`config.mk`:
```
export PLATFORM = sky130hd
export DESIGN_NAME = tps_queue
export DESIGN_NICKNAME = d
export VERILOG_FILES = /design/src/tps_pkg.sv /design/src/tps_queue.sv
export SDC_FILE = /design/constraint.sdc
export NUM_CORES = 1
export LEC_CHECK = 0
export ABC_CLOCK_PERIOD_IN_PS = 44600
export BUFFER_PORTS_ARGS = -buffer_cell sky130_fd_sc_hd__buf_2
export CAP_MARGIN = 40
export CORE_AREA = 8 8 478 480
export CTS_CLUSTER_DIAMETER = 80
export DETAILED_ROUTE_END_ITERATION = 10
export DIE_AREA = 0 0 486 488
export GPL_ROUTABILITY_DRIVEN = 0
export MAX_ROUTING_LAYER = met4
export PLACE_DENSITY_LB_ADDON = 0.25
export SLEW_MARGIN = 20
export SYNTH_ARGS = -nofsm -noshare
export SYNTH_HDL_FRONTEND = slang
export SYNTH_SLANG_ARGS = --single-unit
```
`constraint.sdc`:
```
create_clock -name clk -period 44.6 [get_ports clk]
set_clock_uncertainty 0.15 [all_clocks]
set_input_delay 4.46 -clock clk [delete_from_list [all_inputs] [get_ports clk]]
set_output_delay 4.46 -clock clk [all_outputs]
set_load 0.05 [all_outputs]
```
`src/tps_pkg.sv`:
```
// ----------------------------------------------------------------------------
// tps_pkg
// Shared widths, register indexes and job types of the plane slice unit.
// ----------------------------------------------------------------------------
package tps_pkg;

	localparam int COORD_W   = 32;
	localparam int FRAC_BITS = 16;
	localparam int NORM_W    = 18;
	localparam int PROD_W    = NORM_W + COORD_W;
	// three products plus the shifted offset, with headroom
	localparam int DIST_W    = COORD_W + NORM_W + 3;
	localparam int MAG_W     = COORD_W + 1;
	localparam int REM_W     = DIST_W + 2;
	localparam int CNT_W     = $clog2(MAG_W + 1);
	localparam int IDX_W     = 3;

	localparam logic [IDX_W-1:0] REG_NX  = 3'd0;
	localparam logic [IDX_W-1:0] REG_NY  = 3'd1;
	localparam logic [IDX_W-1:0] REG_NZ  = 3'd2;
	localparam logic [IDX_W-1:0] REG_OFF = 3'd3;
	localparam logic [IDX_W-1:0] REG_CX  = 3'd4;
	localparam logic [IDX_W-1:0] REG_CY  = 3'd5;
	localparam logic [IDX_W-1:0] REG_CZ  = 3'd6;

	typedef struct packed {
		logic       is_vtx;
		logic [1:0] p;
		logic [1:0] n;
	} corner_t;

	typedef struct packed {
		logic [3:0][2:0][COORD_W-1:0] vtx;
		logic [3:0][DIST_W-1:0]       cdist;
		logic                         two_tri;
		corner_t [5:0]                cs;
	} job_t;

	typedef struct packed {
		logic full;
		logic empty;
	} q_stat_t;

endpackage

```
`src/tps_queue.sv`:
```
// ----------------------------------------------------------------------------
// tps_queue
// Two-entry job queue between the classifier and the triangle sequencer.
// ----------------------------------------------------------------------------
module tps_queue import tps_pkg::*; (
	input  logic    clk,
	input  logic    arst_n,
	input  logic    push,
	input  job_t    wr_job,
	input  logic    pop,
	output job_t    rd_job,
	output q_stat_t qs
);

	job_t       mem [2];
	logic       wr_ptr_q;
	logic       rd_ptr_q;
	logic [1:0] cnt_q;

	always_ff @(posedge clk or negedge arst_n) begin
		if (!arst_n) begin
			wr_ptr_q <= 1'b0;
			rd_ptr_q <= 1'b0;
			cnt_q    <= 2'd0;
		end else begin
			if (push) wr_ptr_q <= ~wr_ptr_q;
			if (pop)  rd_ptr_q <= ~rd_ptr_q;
			cnt_q <= cnt_q + 2'(push) - 2'(pop);
		end
	end

	always_ff @(posedge clk) begin
		if (push) mem[wr_ptr_q] <= wr_job;
	end

	assign rd_job   = mem[rd_ptr_q];
	assign qs.full  = (cnt_q == 2'd2);
	assign qs.empty = (cnt_q == 2'd0);

endmodule

```
Word level (Yosys, flattened, before mapping)
Memory sizes are Yosys's and may differ from the RTL's. Index checks and enable logic that the tools add are counted.

Output and inout bits: 629. Input bits: 631. Memory bits (writable): 1254. Logic and storage cells: 12. Register bits after elaboration: 4. Memories: 1.

Memory list: mem (words 2, width 627, rd ports 1, clocked after memory_dff 0, write ports 1, RTL line tps_queue.sv:15) `job_t mem [2];`.

Bitwise logic cells: 2. Multiplexer cells: 2. Add/sub/neg operators: 2. Equal/unequal tests: 1. Reduce and logical (&&, ||, !) cells: 1.

Operators by type and width (count): adder 2 x 1 -> 2 bit (1); == test 2 bit (second input constant) (1); zero test 2 bit (1); two-way mux 1 bit (2); NOT 1 bit (2); subtractor 2 x 1 -> 2 bit (1).

Depth between registers and ports, before layout
Depth after elaboration: 2. Gate-level depth with buffers: 5. Mapped depth without buffers: 5.

Worst setup path after synthesis
Ideal clock, no wire load.

Kind: in2reg. From: input push. To: memory mem[0][0] (netlist name), enable pin. Path slack: 11.419 ns. Required time: 42.741 ns. Library setup time: 1.709 ns. Path buffers: 0. Arrival time: 31.322 ns. Stages: 1. Cell sequence: nor2b_1.

Word-level cells in the longest chain between the ends: 2.

Ends and longest elaborated chain: start, declared (RTL line tps_queue.sv:8) `input logic push,`; two-way mux 1 bit (RTL line tps_queue.sv:33) `if (push) mem[wr_ptr_q] <= wr_job;`; two-way mux 1 bit (implied by the code) (RTL line tps_queue.sv:33); end, declared (RTL line tps_queue.sv:15).

Every way passes these cells.

==> results.toml <==
[outcome]
outcome = "finished clean"

[routing]
drc = 0
highest_layer = "met4"
num_vias = 24800
drt-wirelength-per-cell_um = 25.5
dr.pass1.iters = 4
drtIter0Drc = 1526
wl_met1_um = 59200
ant_nets = 0
viasPerCell = 3.78
drt_wl_total_um = 167000
met3_length_um = 22000
wl_met2_um = 81200

[clocking]
clk_pin_slew_worst_paths_ns = 0.06
clk_path_buf_depth = 3
cts_setup_buffers = 0
cts_buffers = 152
cts_root_buf = "clkbuf_16"
cts_resized = 0
clk_latency_ns = 0.77
hold_buffers = 0
cts_tree = "yes"
htreeDepth = 4
clkSinkCount = 1258

[timing]
holdWs_ns = 0.399
post-route-min-period_ns = 8.72
rsz0062_at_grt = "false"
fin_crit_sh_pct = 19.6
worst_pin_slew_ns = 1.05
maxSlewHeadroom_pct = 30.0
finalHoldViolCount = 0
setup_tns_ns = 0
slew_viol_final = 0
setup_viol = 0
timing.fmax_mhz = 115

[yosys]
ys_ff_latch = 1258
synth-async-reset-ratio_pct = 0.318
synth_cell_types = 12
ys.flop_type = "edfxtp_1"
synth.area.top_cells = "edfxtp_1 82%, mux2_2 15%, buf_6 1.7%"
synth_edf_count = 1254
synth_top_cell_area_share_pct = 82.4
netlist_area_um2 = 45700
synthTopCellsByCount = "1254 x edfxtp_1, 626 x mux2_2, 70 x buf_6"
syn_nets = 2599
synth_top_cell_by_area = "edfxtp_1"
syn_area_per_cell_um2 = 23.2
yosys_warnings = 0
synthCells = 1966
ys_seq_area_share_pct = 82.6
yosysMostFrequentCell = "edfxtp_1"

[floorplanning]
core_area_um2 = 221000
start_util_pct = 20.7
die_height_um = 488
io_pins = 1260
dieArea_um2 = 237000
num_rows = 173
fp.dieW_um = 486

[grt]
antenna_found_initial = 162
overflow = 0
grt_util_all_layers_pct = 13.8
grt_pass1_wl_um = 221000
grt_pass1_vias = 26200
grt_max_degree = 130

[worst_setup_path]
worstPathArrival_ns = 4.11
cpPeakStageDelay_ns = 0.68
path_cells = "buf_12 -> buf_4 -> buf_4 -> buf_16 -> mux2_2 -> buf_2"
critPathTopFamily = "buffers and inverters"
required_ns = 39.99
crit_top_cell = "buf_4"
crit_fanout = 106
critical_path_class = "flip-flop to output port"
end_kind = "output port"
worst-path-buf-inv = 5
cp-start-kind = "flip-flop"
cp_slowest_cell = "buf_4"

[cells_and_area]
stdcell_count = 6543
final_nets = 3989
drive_gt1_share_pct = 61.7
syn_to_final_growth_pct = 32.9

[run]
maxCapViolations = 0

[hold_path]
hold_class = "flip-flop to flip-flop"

[placement]
place_hpwl_um = 128000
dp_cells = 6171
io_buffers = 1259

[pwr]
power_density_nw_per_um2 = 77.9
irDropWorstVdd_v = 0.0000422
leakagePower_uw = 0.0220
-- power by group --
part	total (µW)	internal (µW)	switching [µW]
Combinational	1930	482	1450
Clock	1190	691	501
Sequential	1610	1570	47.4
Total	4730	2740	1990
-- worst paths after layout --
| kind | start | endpoint | slack [ns] | depth (start not counted) |
|---|---|---|---|---|
| worst max-delay path | rd_ptr_q$_DFFE_PN0P_ | rd_job[605] | 35.88 | 6 |
| worst min-delay path | wr_ptr_q$_DFFE_PN0P_ | wr_ptr_q$_DFFE_PN0P_ | 0.40 | 1 |
| worst max register to register | wr_ptr_q$_DFFE_PN0P_ | mem[1][432]$_DFFE_PP_ | 40.68 | 8 |
| worst min register to register | wr_ptr_q$_DFFE_PN0P_ | wr_ptr_q$_DFFE_PN0P_ | 0.40 | 1 |
| max in group asynchronous | arst_n | rd_ptr_q$_DFFE_PN0P_ | 40.83 | 1 |
| min in group asynchronous | arst_n | wr_ptr_q$_DFFE_PN0P_ | 3.34 | 1 |
-- layer usage --
layer	vias to the layer above	GRT usage [%]
li1	10900	-
met3	297	7.39
met4	0	3.93
met2	1192	22.9
met1	12400	14.3
met5	-	-
-- metrics by stage --
step                setup WS, ns  utilization, %  area, µm²  total power, µW
floorplan                  11.42               -      45700             3280
global placement           35.28            25.0      55200             3580
detailed placement         35.92            25.1      55500             3600
CTS                        35.42            27.3      60300             4820
global route               35.54            27.5      60700             4930
finish                     35.88            27.5      60700             4730
-- final cells by class --
type | count | area (µm²)
fillers | 22300 | 160000
flip-flops and latches | 1258 | 37800
multi-input cells | 636 | 7160
repair buffers | 1306 | 7050
clock buffers | 194 | 4070
well taps | 2975 | 3720
clock inverters | 83 | 747
diodes | 89 | 223
inverters | 2 | 7.51
-- sequential cells by signal (all words and copies together), names as in the netlist --
name and flops:
mem 1254, cnt_q 2, wr_ptr_q 1, rd_ptr_q 1
-- cell families (layout without fill, tap and decap cells) --
kind of cell / after synthesis / in the layout / share of synthesized area [%]
xor gates and xnor gates: 3 / 3 / 0.0903
adders and majority gates: 2 / 2 / 0.0547
buffers and inverters: 72 / 1585 / 1.74
DFF: 1258 / 1258 / 82.6
muxes: 627 / 627 / 15.4
other: 0 / 89 / 0
and+or+nand+nor: 4 / 4 / 0.0493
-- placed cells by master (no fill, tap or decap), types with 2 or more instances in the layout --
master | synthesis | final
buf_12 | 0 | 6
clkbuf_1 | 0 | 37
ha_1 | 2 | 2
clkinvlp_4 | 0 | 6
buf_16 | 0 | 16
inv_1 | 2 | 2
clkinv_1 | 0 | 30
buf_2 | 0 | 1259
edfxtp_1 | 1254 | 1254
dfrtp_1 | 4 | 3
buf_4 | 0 | 25
xor2_1 | 2 | 2
inv_8 | 0 | 3
inv_6 | 0 | 9
clkinv_2 | 0 | 20
clkbuf_16 | 0 | 157
mux2_2 | 626 | 626
clkinv_4 | 0 | 3
clkinv_16 | 0 | 4
diode_2 | 0 | 89
bufinv_16 | 0 | 7
Power figures use the tool's default switching activity.
