$ cat src/tps_pkg.sv
// ----------------------------------------------------------------------------
// tps_pkg
// Shared widths, register indexes and job types of the plane slice unit.
// ----------------------------------------------------------------------------
package tps_pkg;

	localparam int COORD_W   = 32;
	localparam int FRAC_BITS = 16;
	localparam int NORM_W    = 18;
	localparam int PROD_W    = NORM_W + COORD_W;
	// three products plus the shifted offset, with headroom
	localparam int DIST_W    = COORD_W + NORM_W + 3;
	localparam int MAG_W     = COORD_W + 1;
	localparam int REM_W     = DIST_W + 2;
	localparam int CNT_W     = $clog2(MAG_W + 1);
	localparam int IDX_W     = 3;

	localparam logic [IDX_W-1:0] REG_NX  = 3'd0;
	localparam logic [IDX_W-1:0] REG_NY  = 3'd1;
	localparam logic [IDX_W-1:0] REG_NZ  = 3'd2;
	localparam logic [IDX_W-1:0] REG_OFF = 3'd3;
	localparam logic [IDX_W-1:0] REG_CX  = 3'd4;
	localparam logic [IDX_W-1:0] REG_CY  = 3'd5;
	localparam logic [IDX_W-1:0] REG_CZ  = 3'd6;

	typedef struct packed {
		logic       is_vtx;
		logic [1:0] p;
		logic [1:0] n;
	} corner_t;

	typedef struct packed {
		logic [3:0][2:0][COORD_W-1:0] vtx;
		logic [3:0][DIST_W-1:0]       cdist;
		logic                         two_tri;
		corner_t [5:0]                cs;
	} job_t;

	typedef struct packed {
		logic full;
		logic empty;
	} q_stat_t;

endpackage

$ cat src/tps_div.sv
// ----------------------------------------------------------------------------
// tps_div
// Edge crossing step unit: floor(mag * cp / den), one bit of mag a cycle.
// ----------------------------------------------------------------------------
module tps_div import tps_pkg::*; (
	input  logic              clk,
	input  logic              arst_n,
	input  logic              start,
	input  logic [DIST_W-1:0] cp,
	input  logic [DIST_W-1:0] den,
	input  logic [MAG_W-1:0]  mag,
	output logic [MAG_W-1:0]  q,
	output logic              done
);

	logic [CNT_W-1:0] cnt_q;
	logic [MAG_W-1:0] mag_q, q_q;
	logic [REM_W-1:0] r_q, cp_q, den_q, t, den2;
	logic [REM_W-1:0] r_nx;
	logic [1:0]       qb;

	always_ff @(posedge clk or negedge arst_n) begin
		if (!arst_n) cnt_q <= '0;
		else if (start) cnt_q <= CNT_W'(MAG_W);
		else if (cnt_q != '0) cnt_q <= cnt_q - 1'b1;
	end

	// remainder stays below den, so 2r + cp stays below 3 den
	always_comb begin
		den2 = den_q << 1;
		t    = (r_q << 1) + (mag_q[MAG_W-1] ? cp_q : '0);
		if (t >= den2) begin
			r_nx = t - den2;
			qb   = 2'd2;
		end else if (t >= den_q) begin
			r_nx = t - den_q;
			qb   = 2'd1;
		end else begin
			r_nx = t;
			qb   = 2'd0;
		end
	end

	always_ff @(posedge clk) begin
		if (start) begin
			mag_q <= mag;
			cp_q  <= REM_W'(cp);
			den_q <= REM_W'(den);
			r_q   <= '0;
			q_q   <= '0;
		end else if (cnt_q != '0) begin
			mag_q <= mag_q << 1;
			r_q   <= r_nx;
			q_q   <= (q_q << 1) + MAG_W'(qb);
		end
	end

	assign q    = q_q;
	assign done = (cnt_q == '0);

endmodule

$ cat src/tps_back.sv
// ----------------------------------------------------------------------------
// tps_back
// Triangle sequencer: walks the corners of a job and drives the result.
// ----------------------------------------------------------------------------
module tps_back import tps_pkg::*; (
	input  logic                         clk,
	input  logic                         arst_n,
	input  job_t                         job,
	input  q_stat_t                      qs,
	output logic                         pop,
	input  logic signed [COORD_W-1:0]    centroid_x,
	input  logic signed [COORD_W-1:0]    centroid_y,
	input  logic signed [COORD_W-1:0]    centroid_z,
	output logic                         out_valid,
	input  logic                         out_ready,
	output logic [2:0][2:0][COORD_W-1:0] out_tri,
	output logic                         out_last
);

	localparam logic [2:0] ST_IDLE = 3'd0;
	localparam logic [2:0] ST_LOAD = 3'd1;
	localparam logic [2:0] ST_DIV  = 3'd2;
	localparam logic [2:0] ST_SUM  = 3'd3;
	localparam logic [2:0] ST_EMIT = 3'd4;

	logic [2:0]                   st_q;
	logic                         tri_q;
	logic [1:0]                   cor_q;
	logic                         out_valid_q, out_last_q;
	job_t                         job_q;
	logic [2:0][COORD_W-1:0]      raw_q;
	logic [2:0][2:0][COORD_W-1:0] cor_v_q, out_q;
	logic signed [COORD_W-1:0]    cent [3];
	corner_t                      spec;
	logic [2:0]                   sel;
	logic                         start, load_out;
	logic [2:0]                   dv_done;
	logic [MAG_W-1:0]             dv_q [3];
	logic [MAG_W-1:0]             mag [3];
	logic signed [MAG_W-1:0]      d [3];
	logic signed [MAG_W:0]        raw_nx [3];
	logic signed [COORD_W:0]      s [3];
	logic [DIST_W-1:0]            cp, den;

	function automatic logic [COORD_W-1:0] sat(input logic signed [COORD_W:0] v);
		if (v[COORD_W] != v[COORD_W-1])
			sat = v[COORD_W] ? {1'b1, {(COORD_W-1){1'b0}}} : {1'b0, {(COORD_W-1){1'b1}}};
		else
			sat = v[COORD_W-1:0];
	endfunction

	assign cent[0] = centroid_x;
	assign cent[1] = centroid_y;
	assign cent[2] = centroid_z;

	assign sel  = tri_q ? 3'(cor_q) + 3'd3 : 3'(cor_q);
	assign spec = job_q.cs[sel];
	assign cp   = job_q.cdist[spec.p];
	assign den  = job_q.cdist[spec.p] - job_q.cdist[spec.n];

	assign start    = (st_q == ST_LOAD) && !spec.is_vtx;
	assign pop      = (st_q == ST_IDLE) && !qs.empty;
	assign load_out = (st_q == ST_EMIT) && (!out_valid_q || out_ready);

	for (genvar k = 0; k < 3; k++) begin : g_axis
		assign d[k] = MAG_W'($signed(job_q.vtx[spec.n][k])) -
			MAG_W'($signed(job_q.vtx[spec.p][k]));
		assign mag[k] = d[k][MAG_W-1] ? MAG_W'(-d[k]) : MAG_W'(d[k]);
		// crossing moves from the positive vertex toward the negative one
		assign raw_nx[k] = (MAG_W+1)'($signed(job_q.vtx[spec.p][k])) +
			(d[k][MAG_W-1] ? -$signed({1'b0, dv_q[k]}) : $signed({1'b0, dv_q[k]}));
		assign s[k] = (COORD_W+1)'($signed(raw_q[k])) + (COORD_W+1)'(cent[k]);

		tps_div u_div (
			.clk    (clk),
			.arst_n (arst_n),
			.start  (start),
			.cp     (cp),
			.den    (den),
			.mag    (mag[k]),
			.q      (dv_q[k]),
			.done   (dv_done[k])
		);
	end

	always_ff @(posedge clk or negedge arst_n) begin
		if (!arst_n) begin
			st_q        <= ST_IDLE;
			tri_q       <= 1'b0;
			cor_q       <= 2'd0;
			out_valid_q <= 1'b0;
		end else begin
			if (load_out) out_valid_q <= 1'b1;
			else if (out_ready) out_valid_q <= 1'b0;
			unique case (st_q)
				ST_IDLE: begin
					if (pop) begin
						st_q  <= ST_LOAD;
						tri_q <= 1'b0;
						cor_q <= 2'd0;
					end
				end
				ST_LOAD: st_q <= spec.is_vtx ? ST_SUM : ST_DIV;
				ST_DIV:  if (dv_done[0]) st_q <= ST_SUM;
				ST_SUM: begin
					if (cor_q == 2'd2) st_q <= ST_EMIT;
					else begin
						cor_q <= cor_q + 2'd1;
						st_q  <= ST_LOAD;
					end
				end
				ST_EMIT: begin
					if (load_out) begin
						if (job_q.two_tri && !tri_q) begin
							tri_q <= 1'b1;
							cor_q <= 2'd0;
							st_q  <= ST_LOAD;
						end else begin
							st_q <= ST_IDLE;
						end
					end
				end
				default: st_q <= ST_IDLE;
			endcase
		end
	end

	always_ff @(posedge clk) begin
		if (pop) job_q <= job;
		for (int k = 0; k < 3; k++) begin
			if (st_q == ST_LOAD && spec.is_vtx) raw_q[k] <= job_q.vtx[spec.n][k];
			if (st_q == ST_DIV && dv_done[0]) raw_q[k] <= raw_nx[k][COORD_W-1:0];
			if (st_q == ST_SUM) cor_v_q[cor_q][k] <= sat(s[k]);
		end
		if (load_out) begin
			out_q      <= cor_v_q;
			out_last_q <= tri_q || !job_q.two_tri;
		end
	end

	assign out_valid = out_valid_q;
	assign out_tri   = out_q;
	assign out_last  = out_last_q;

endmodule
$ cat config.mk
export PLATFORM = sky130hd
export DESIGN_NAME = tps_back
export DESIGN_NICKNAME = d
export VERILOG_FILES = /design/src/tps_pkg.sv /design/src/tps_div.sv /design/src/tps_back.sv
export SDC_FILE = /design/constraint.sdc
export NUM_CORES = 2
export LEC_CHECK = 0
export BUFFER_PORTS_ARGS = -buffer_cell sky130_fd_sc_hd__buf_2
export CELL_PAD_IN_SITES_DETAIL_PLACEMENT = 2
export CELL_PAD_IN_SITES_GLOBAL_PLACEMENT = 2
export CORE_MARGIN = 3
export CORE_UTILIZATION = 36
export CTS_BUF_LIST = sky130_fd_sc_hd__clkbuf_8
export CTS_CLUSTER_SIZE = 10
export DETAILED_ROUTE_END_ITERATION = 10
export PLACE_DENSITY = 0.8
export RECOVER_POWER = 25
export SYNTH_ARGS = -nofsm -noshare
export SYNTH_HDL_FRONTEND = slang
export SYNTH_SLANG_ARGS = --single-unit
$ cat constraint.sdc
create_clock -name clk -period 74.5 [get_ports clk]
set_input_delay 7.45 -clock clk [delete_from_list [all_inputs] [get_ports clk]]
set_output_delay 7.45 -clock clk [all_outputs]
set_load 0.01 [all_outputs]
# After elaboration in Yosys (flattened, before gate mapping)
# Cells that the tools add are included.
[classes]
addsub = 33
n_lt_le_gt_ge = 11
n_eq_ne = 13
mux = 89
reduce_logical = 29
[ops]
columns = ["operator", "count"]
rows = [
  ["bitwise mux 288 bit", 3],
  ["two-way mux 288 bit", 3],
  ["two-way mux 32 bit", 19],
  ["demux 96 bit (select 2 bit)", 3],
  ["binary-select mux 96 bit (select 2 bit)", 2],
  ["two-way mux 54 bit", 6],
  ["two-way mux 33 bit", 9],
  ["two-way mux 96 bit", 3],
  ["two-way mux 53 bit", 5],
  ["binary-select mux 53 bit (select 2 bit)", 2],
  ["adder 55 x 53 -> 55 bit", 3],
  ["greater-or-equal comparator 55 x 53 -> 1 bit", 3],
  ["greater-or-equal comparator 55 x 54 -> 1 bit", 3],
  ["subtractor 54 x 53 -> 54 bit", 3],
  ["subtractor 54 bit", 3],
  ["adder 32 x 32 -> 33 bit", 3],
  ["negator 33 bit", 3],
  ["subtractor 32 x 32 -> 33 bit", 3],
  ["adder 32 x 2 -> 32 bit", 3],
  ["adder 32 bit", 3],
  ["negator 32 bit", 3],
  ["two-way mux 64 bit", 1],
  ["subtractor 53 bit", 1],
  ["two-way mux 6 bit", 6],
  ["32 further kinds", 79],
]
[word_totals]
ff_bits = 1788
out_inout_bits = 291
wordCells = 250

# Logic depth before layout (Yosys ltp)
[logic_depth]
word_depth = 10
depth_mapped = 42
ltp_nobuf = 37

# Hierarchy
# From an unflattened synthesis, not the netlist that was laid out.
[hier_totals]
cells_unflattened = 13897
area_unflattened_um2 = 131159.5
[by_module_without_submodules]
columns = ["module", "instances", "cells_each", "area_each_um2", "seq_area_each_um2"]
rows = [
  ["tps_back", 1, 7213, 73740.7, 39212.6],
  ["tps_div at g_axis[2].u_div", 1, 2235, 19234.7, 6065.8],
  ["tps_div at g_axis[1].u_div", 1, 2261, 19212.2, 6065.8],
  ["tps_div at g_axis[0].u_div", 1, 2188, 18971.9, 6065.8],
]

# Worst setup path before layout
# OpenSTA, ideal clock, no wires.
[synth_path]
path_type = "input port to output port"
startpoint = "input qs[0] (netlist name)"
endpoint = "output pop"
t_arrival_ns = 66.385
setup_slack_ns = 0.665
path_stages = 1
n_path_buf = 0
cell_sequence = "nor4_1"
[synth_via]
elab_chain_len = 2
[synth_lines]
columns = ["item", "line", "text"]
rows = [
  ["start, declared", "tps_back.sv:9", "input q_stat_t qs,"],
  ["logical NOT 1 bit", "tps_back.sv:62", "assign pop = (st_q == ST_IDLE) && !qs.empty;"],
  ["logical AND 1 bit", "tps_back.sv:62", ""],
  ["end, declared", "tps_back.sv:10", "output logic pop,"],
]
# Every way passes these cells.

# Worst setup path after layout
[layout_path]
startpoint = "register cor_q[0]"
endpoint = "register raw_q[63] (netlist name) (data pin)"
[layout_via]
elab_chain_len = 10
elab_cells_between_ends = 13
classes_between = "3 x add/sub; 10 x mux"
[layout_lines]
columns = ["item", "line", "text"]
rows = [
  ["start, declared", "tps_back.sv:28", "logic [1:0] cor_q;"],
  ["start signal, assigned", "tps_back.sv:108", "cor_q <= cor_q + 2'd1;"],
  ["adder 2 x 2 -> 3 bit", "tps_back.sv:56", "assign sel = tri_q ? 3'(cor_q) + 3'd3 : 3'(cor_q);"],
  ["two-way mux 3 bit (*)", "tps_back.sv:56", ""],
  ["binary-select mux 5 bit (select 3 bit) (*)", "tps_back.sv:57", "assign spec = job_q.cs[sel];"],
  ["two-way mux 5 bit (not written as such) (*)", "tps_back.sv:57", ""],
  ["binary-select mux 96 bit (select 2 bit), on equally long branches", "--", ""],
  ["two-way mux 96 bit", "--", ""],
  ["subtractor 32 x 32 -> 33 bit", "tps_back.sv:66", "assign d[k] = MAG_W'($signed(job_q.vtx[spec.n][k])) -"],
  ["two-way mux 32 bit", "tps_back.sv:71", "(d[k][MAG_W-1] ? -$signed({1'b0, dv_q[k]}) : $signed({1'b0, dv_q[k]}));"],
  ["adder 32 bit", "tps_back.sv:70", "assign raw_nx[k] = (MAG_W+1)'($signed(job_q.vtx[spec.p][k])) +"],
  ["two-way mux 32 bit (*)", "tps_back.sv:132", "if (st_q == ST_DIV && dv_done[0]) raw_q[k] <= raw_nx[k][COORD_W-1:0];"],
  ["end signal, assigned by index", "tps_back.sv:131", "if (st_q == ST_LOAD && spec.is_vtx) raw_q[k] <= job_q.vtx[spec.n][k];"],
  ["end signal, assigned by index", "tps_back.sv:132", ""],
  ["end, declared", "tps_back.sv:31", "logic [2:0][COORD_W-1:0] raw_q;"],
]
# Every way passes the cells marked *; elsewhere a longest branch is shown, timed or not. The select of a mux whose other input is x is not followed.
# A chain may end at the register's enable or synchronous reset.

==> results.md <==
- After layout, the worst path uses 26.7% of the clock period.
- The die is 581 microns tall.
- The cell repeated most along the worst path is clkbuf_1.
- The count of boundary I/O pins is 1019.
- The clock tree from TritonCTS is yes.
- For this run, the leading register cell type out of synthesis is edfxtp_1.
- The number of fillers in the final layout is 35400.
- The average instance in the mapped netlist occupies 9.67 sq um.
- Adding up every negative setup slack in the final design gives 0 ps.
- Detailed placement finished with a half-perimeter wire length of 443000 microns.
- The worst reg2reg path endpoint is raw_q[63]$_DFFE_PP_.
- The worst setup path is captured at a register.
- The hold violation total from the final report is 0.
- The distinct cell type count after synthesis is 113.
- In the final design database the tool counted 14800 nets.
- For this run, the number of Yosys warnings is 0.
- The instance count of the mapped netlist is 12300.
- The post-CTS repair timing setup buffer count is 0.
- The path class of the tightest hold or removal check is register to register.
- The clock arrives with 154 ps of skew.
- CTS placed an instance of clkbuf_8 at the clock tree root.
- The maximum fanout along the worst path is 68.
- The slew at the pin with the worst max-slew slack is 4650 ps.
- Setup violations remaining at the end of the flow were counted as 0.
- The final estimated routing congestion in global placement is 0.940.
- The flow ran to the end, but the final reports show violations.
- The sequential fraction of the synthesis area is 42.9%.
- The clock passes through at most 4 buffers.
- The initial antenna violation count is 161.
- The maximum number of pins on one net before global-route repair is 119.
- The hold-critical path endpoint is out_tri[246]$_DFFE_PP_.
- The core footprint is 328000 sq um.
- The wire length reported by the detailed router is 569000 microns.
- Ranked by total cell area, the synthesized netlist is headed by edfxtp_1, ha_1, nand2_1.
- Row generation in the floorplan step produced 210 rows.
- The post-synthesis instance area is 119000 sq um.
- The effective utilization at floorplan is 36.2%.
- The final reports fail on max-capacitance violations, max-slew violations.
- The synthesized design contains 1505 enable-type register cells.
- The total number of H-tree levels is 5.
- The die footprint is 337000 sq um.
- After clock tree synthesis, the flow added hold-fix buffers numbering 0.
- Data on the critical path arrives at its endpoint at 20600 ps.
- The most frequently used cell type in the post-synthesis netlist is edfxtp_1.
- Compared with the post-synthesis result, the final layout area differs by 13.6%.
- Clock latency on the worst-skew pair, taken at its later pin, is 1160 ps.
- The number of global-route vias before repair is 114000.
- The kind of launch point of the worst setup path is a register.
- Once detail routing completed, the nets flagged for antenna violations numbered 0.
- The initial detailed-routing violation count is 9592.
- The max-slew violation count was 1118.
- The count of input and output buffers is 1017.
- The share of flip-flops with an asynchronous set or reset after synthesis is 1.40%.
- The maximum cell stage delay along the critical path is 2910 ps.
- The minimum period implied by the final worst setup slack is 19870 ps.
- The global route total overflow is 0.
- The launching instance or port of the critical path is cor_q[0]$_DFFE_PN0P_.
- Setup repair after global routing left no endpoint under its margin.
- The cell depth of the worst flop-to-flop path is 41.
- From left edge to right edge, the die measures 581 microns.
- Dividing the detail-routed wire length by the instance count gives 31.7 microns.
- Max-cap violations in this run came to 25.
- For this run, design rule violations remaining after detail routing come to 0.
- Data on the critical path is required at its endpoint by 75230 ps.
- The master of the slowest instance on the critical path is clkbuf_1.
- The first TritonRoute pass finished after 6 iterations.
- Counting instances in the post-synthesis netlist gives the leading cell types as edfxtp_1, nand2_1, a21oi_1.
- After detailed routing, the number of vias per cell comes to 6.03.
- The total number of vias is 108000.
- The biggest area contributor in the post-synthesis netlist is edfxtp_1.
- In this run the register-to-register setup slack is 54630 ps.
- The worst hold path was traced through 0 stages.
- The worst hold path begins at cor_v_q[246]$_DFFE_PP_.
- The worst reg2reg path startpoint is cor_q[0]$_DFFE_PN0P_.
- In the final layout, the share of cells above drive strength 1 is 13.4%.
- The fraction of synthesized cell area taken by the top area cell type is 38.0%.
- The total of cells resized after clock tree synthesis is 0.
- The worst slew margin relative to its limit is -210%.
- The clock sink total is 1788.
- Clock-pin slew was measured on the worst setup and hold paths at 70 ps.
- The number of synthesized register bits is 1788.
- The number of buffers created by CTS is 336.
- Global routing consumed, over all layers together, 31.7% of the routing resources.
- The total nets after synthesis is 13900.
- The critical path is of the register to register type.
- The first global-routing pass estimated 800000 microns of wire.
- For this run, the top clock speed supported by timing is 50.3 MHz.
## state kept, by name, indices dropped and copies added, names as in the netlist
name	cells
g_axis.u_div.mag_q	99
g_axis.u_div.cp_q	53
g_axis.u_div.den_q	53
g_axis.u_div.cnt_q	18
tri_q	1
cor_q	2
out_tri	288
g_axis.u_div.r_q	162
st_q	3
raw_q	96
out_last	1
cor_v_q	288
g_axis.u_div.q	96
job_q	627
out_valid	1
## metal layers
layer	share of wire [%]	track usage [%]	wire [microns]	up-vias
li1	-	-	-	47400
met1	42	41.3	239000	55100
met2	45	50.9	258000	4363
met3	6.8	5.53	38800	1250
met4	5.7	15.5	32700	48
met5	0.056	0	320	-
## cell type report
type | count | area [sq um] | share of cell area, %
clock buffer | 352 | 4840 | 3.59
multi-input combinational | 9550 | 64400 | 47.6
timing repair buffer | 1176 | 6230 | 4.61
inverter | 397 | 1500 | 1.11
antenna | 99 | 248 | 0.183
tap | 4346 | 5440 | 4.02
clock inverter | 244 | 1500 | 1.11
sequential | 1788 | 51000 | 37.7
## stage by stage
stage | cells | util (%) | cell area [sq um] | setup WS [ps] | hold slack (ps)
finish | 18000 | 41.2 | 135000 | 54630 | 336
CTS | 17900 | 41.1 | 135000 | 58460 | 378
floorplan | 12300 | - | 119000 | 665 | 400
global route | 17900 | 41.1 | 135000 | 53630 | 360
detailed placement | 17300 | 39.2 | 129000 | 58480 | 406
global placement | 17300 | 39.2 | 129000 | 58490 | 401
## worst max path at each step
stage	to	slack, ps	cells after the start
after floorplan	pop	660	1
after global placement	pop	58490	4
after detailed placement	pop	58480	4
after CTS	pop	58460	4
after global routing	raw_q[63]$_DFFE_PP_	53630	41
final	raw_q[63]$_DFFE_PP_	54630	41
## logic make-up (layout without fill, tap and decap cells)
family	count (synthesis)	in the layout	share of synthesized area, %
flip-flops	1788	1788	42.9
AND/OR/NAND/NOR	3635	3635	14.5
adder cells (fa/ha/maj)	862	862	9.16
other	0	99	0
multiplexers	409	409	3.57
AO/OA/AOI/OAI	3661	3661	19.5
buffers and inverters	962	2169	3.16
XOR/XNOR	983	983	7.26
## worst max-delay path: cells and delay by family (launching register included)
family          cells  cell delay [ps]
mux                 2              570
buf+inv             6             9000
flops               1              540
compound gates     23             6730
xor+xnor            2              320
simple gates        4              750
fa+ha+maj           4             1370
## placed cells by master (no fill, tap or decap), drive strengths merged, types with 417 or more instances in the layout
cell type     n
edfxtp     1505
inv         499
nor2        716
nand2      1399
o21ai       879
a21o        445
xnor2       565
ha          830
buf        1156
xor2        417
a21oi       959
Power is not shown: default switching activity piles up to over one toggle a cycle in this logic, so the estimate is an artifact.
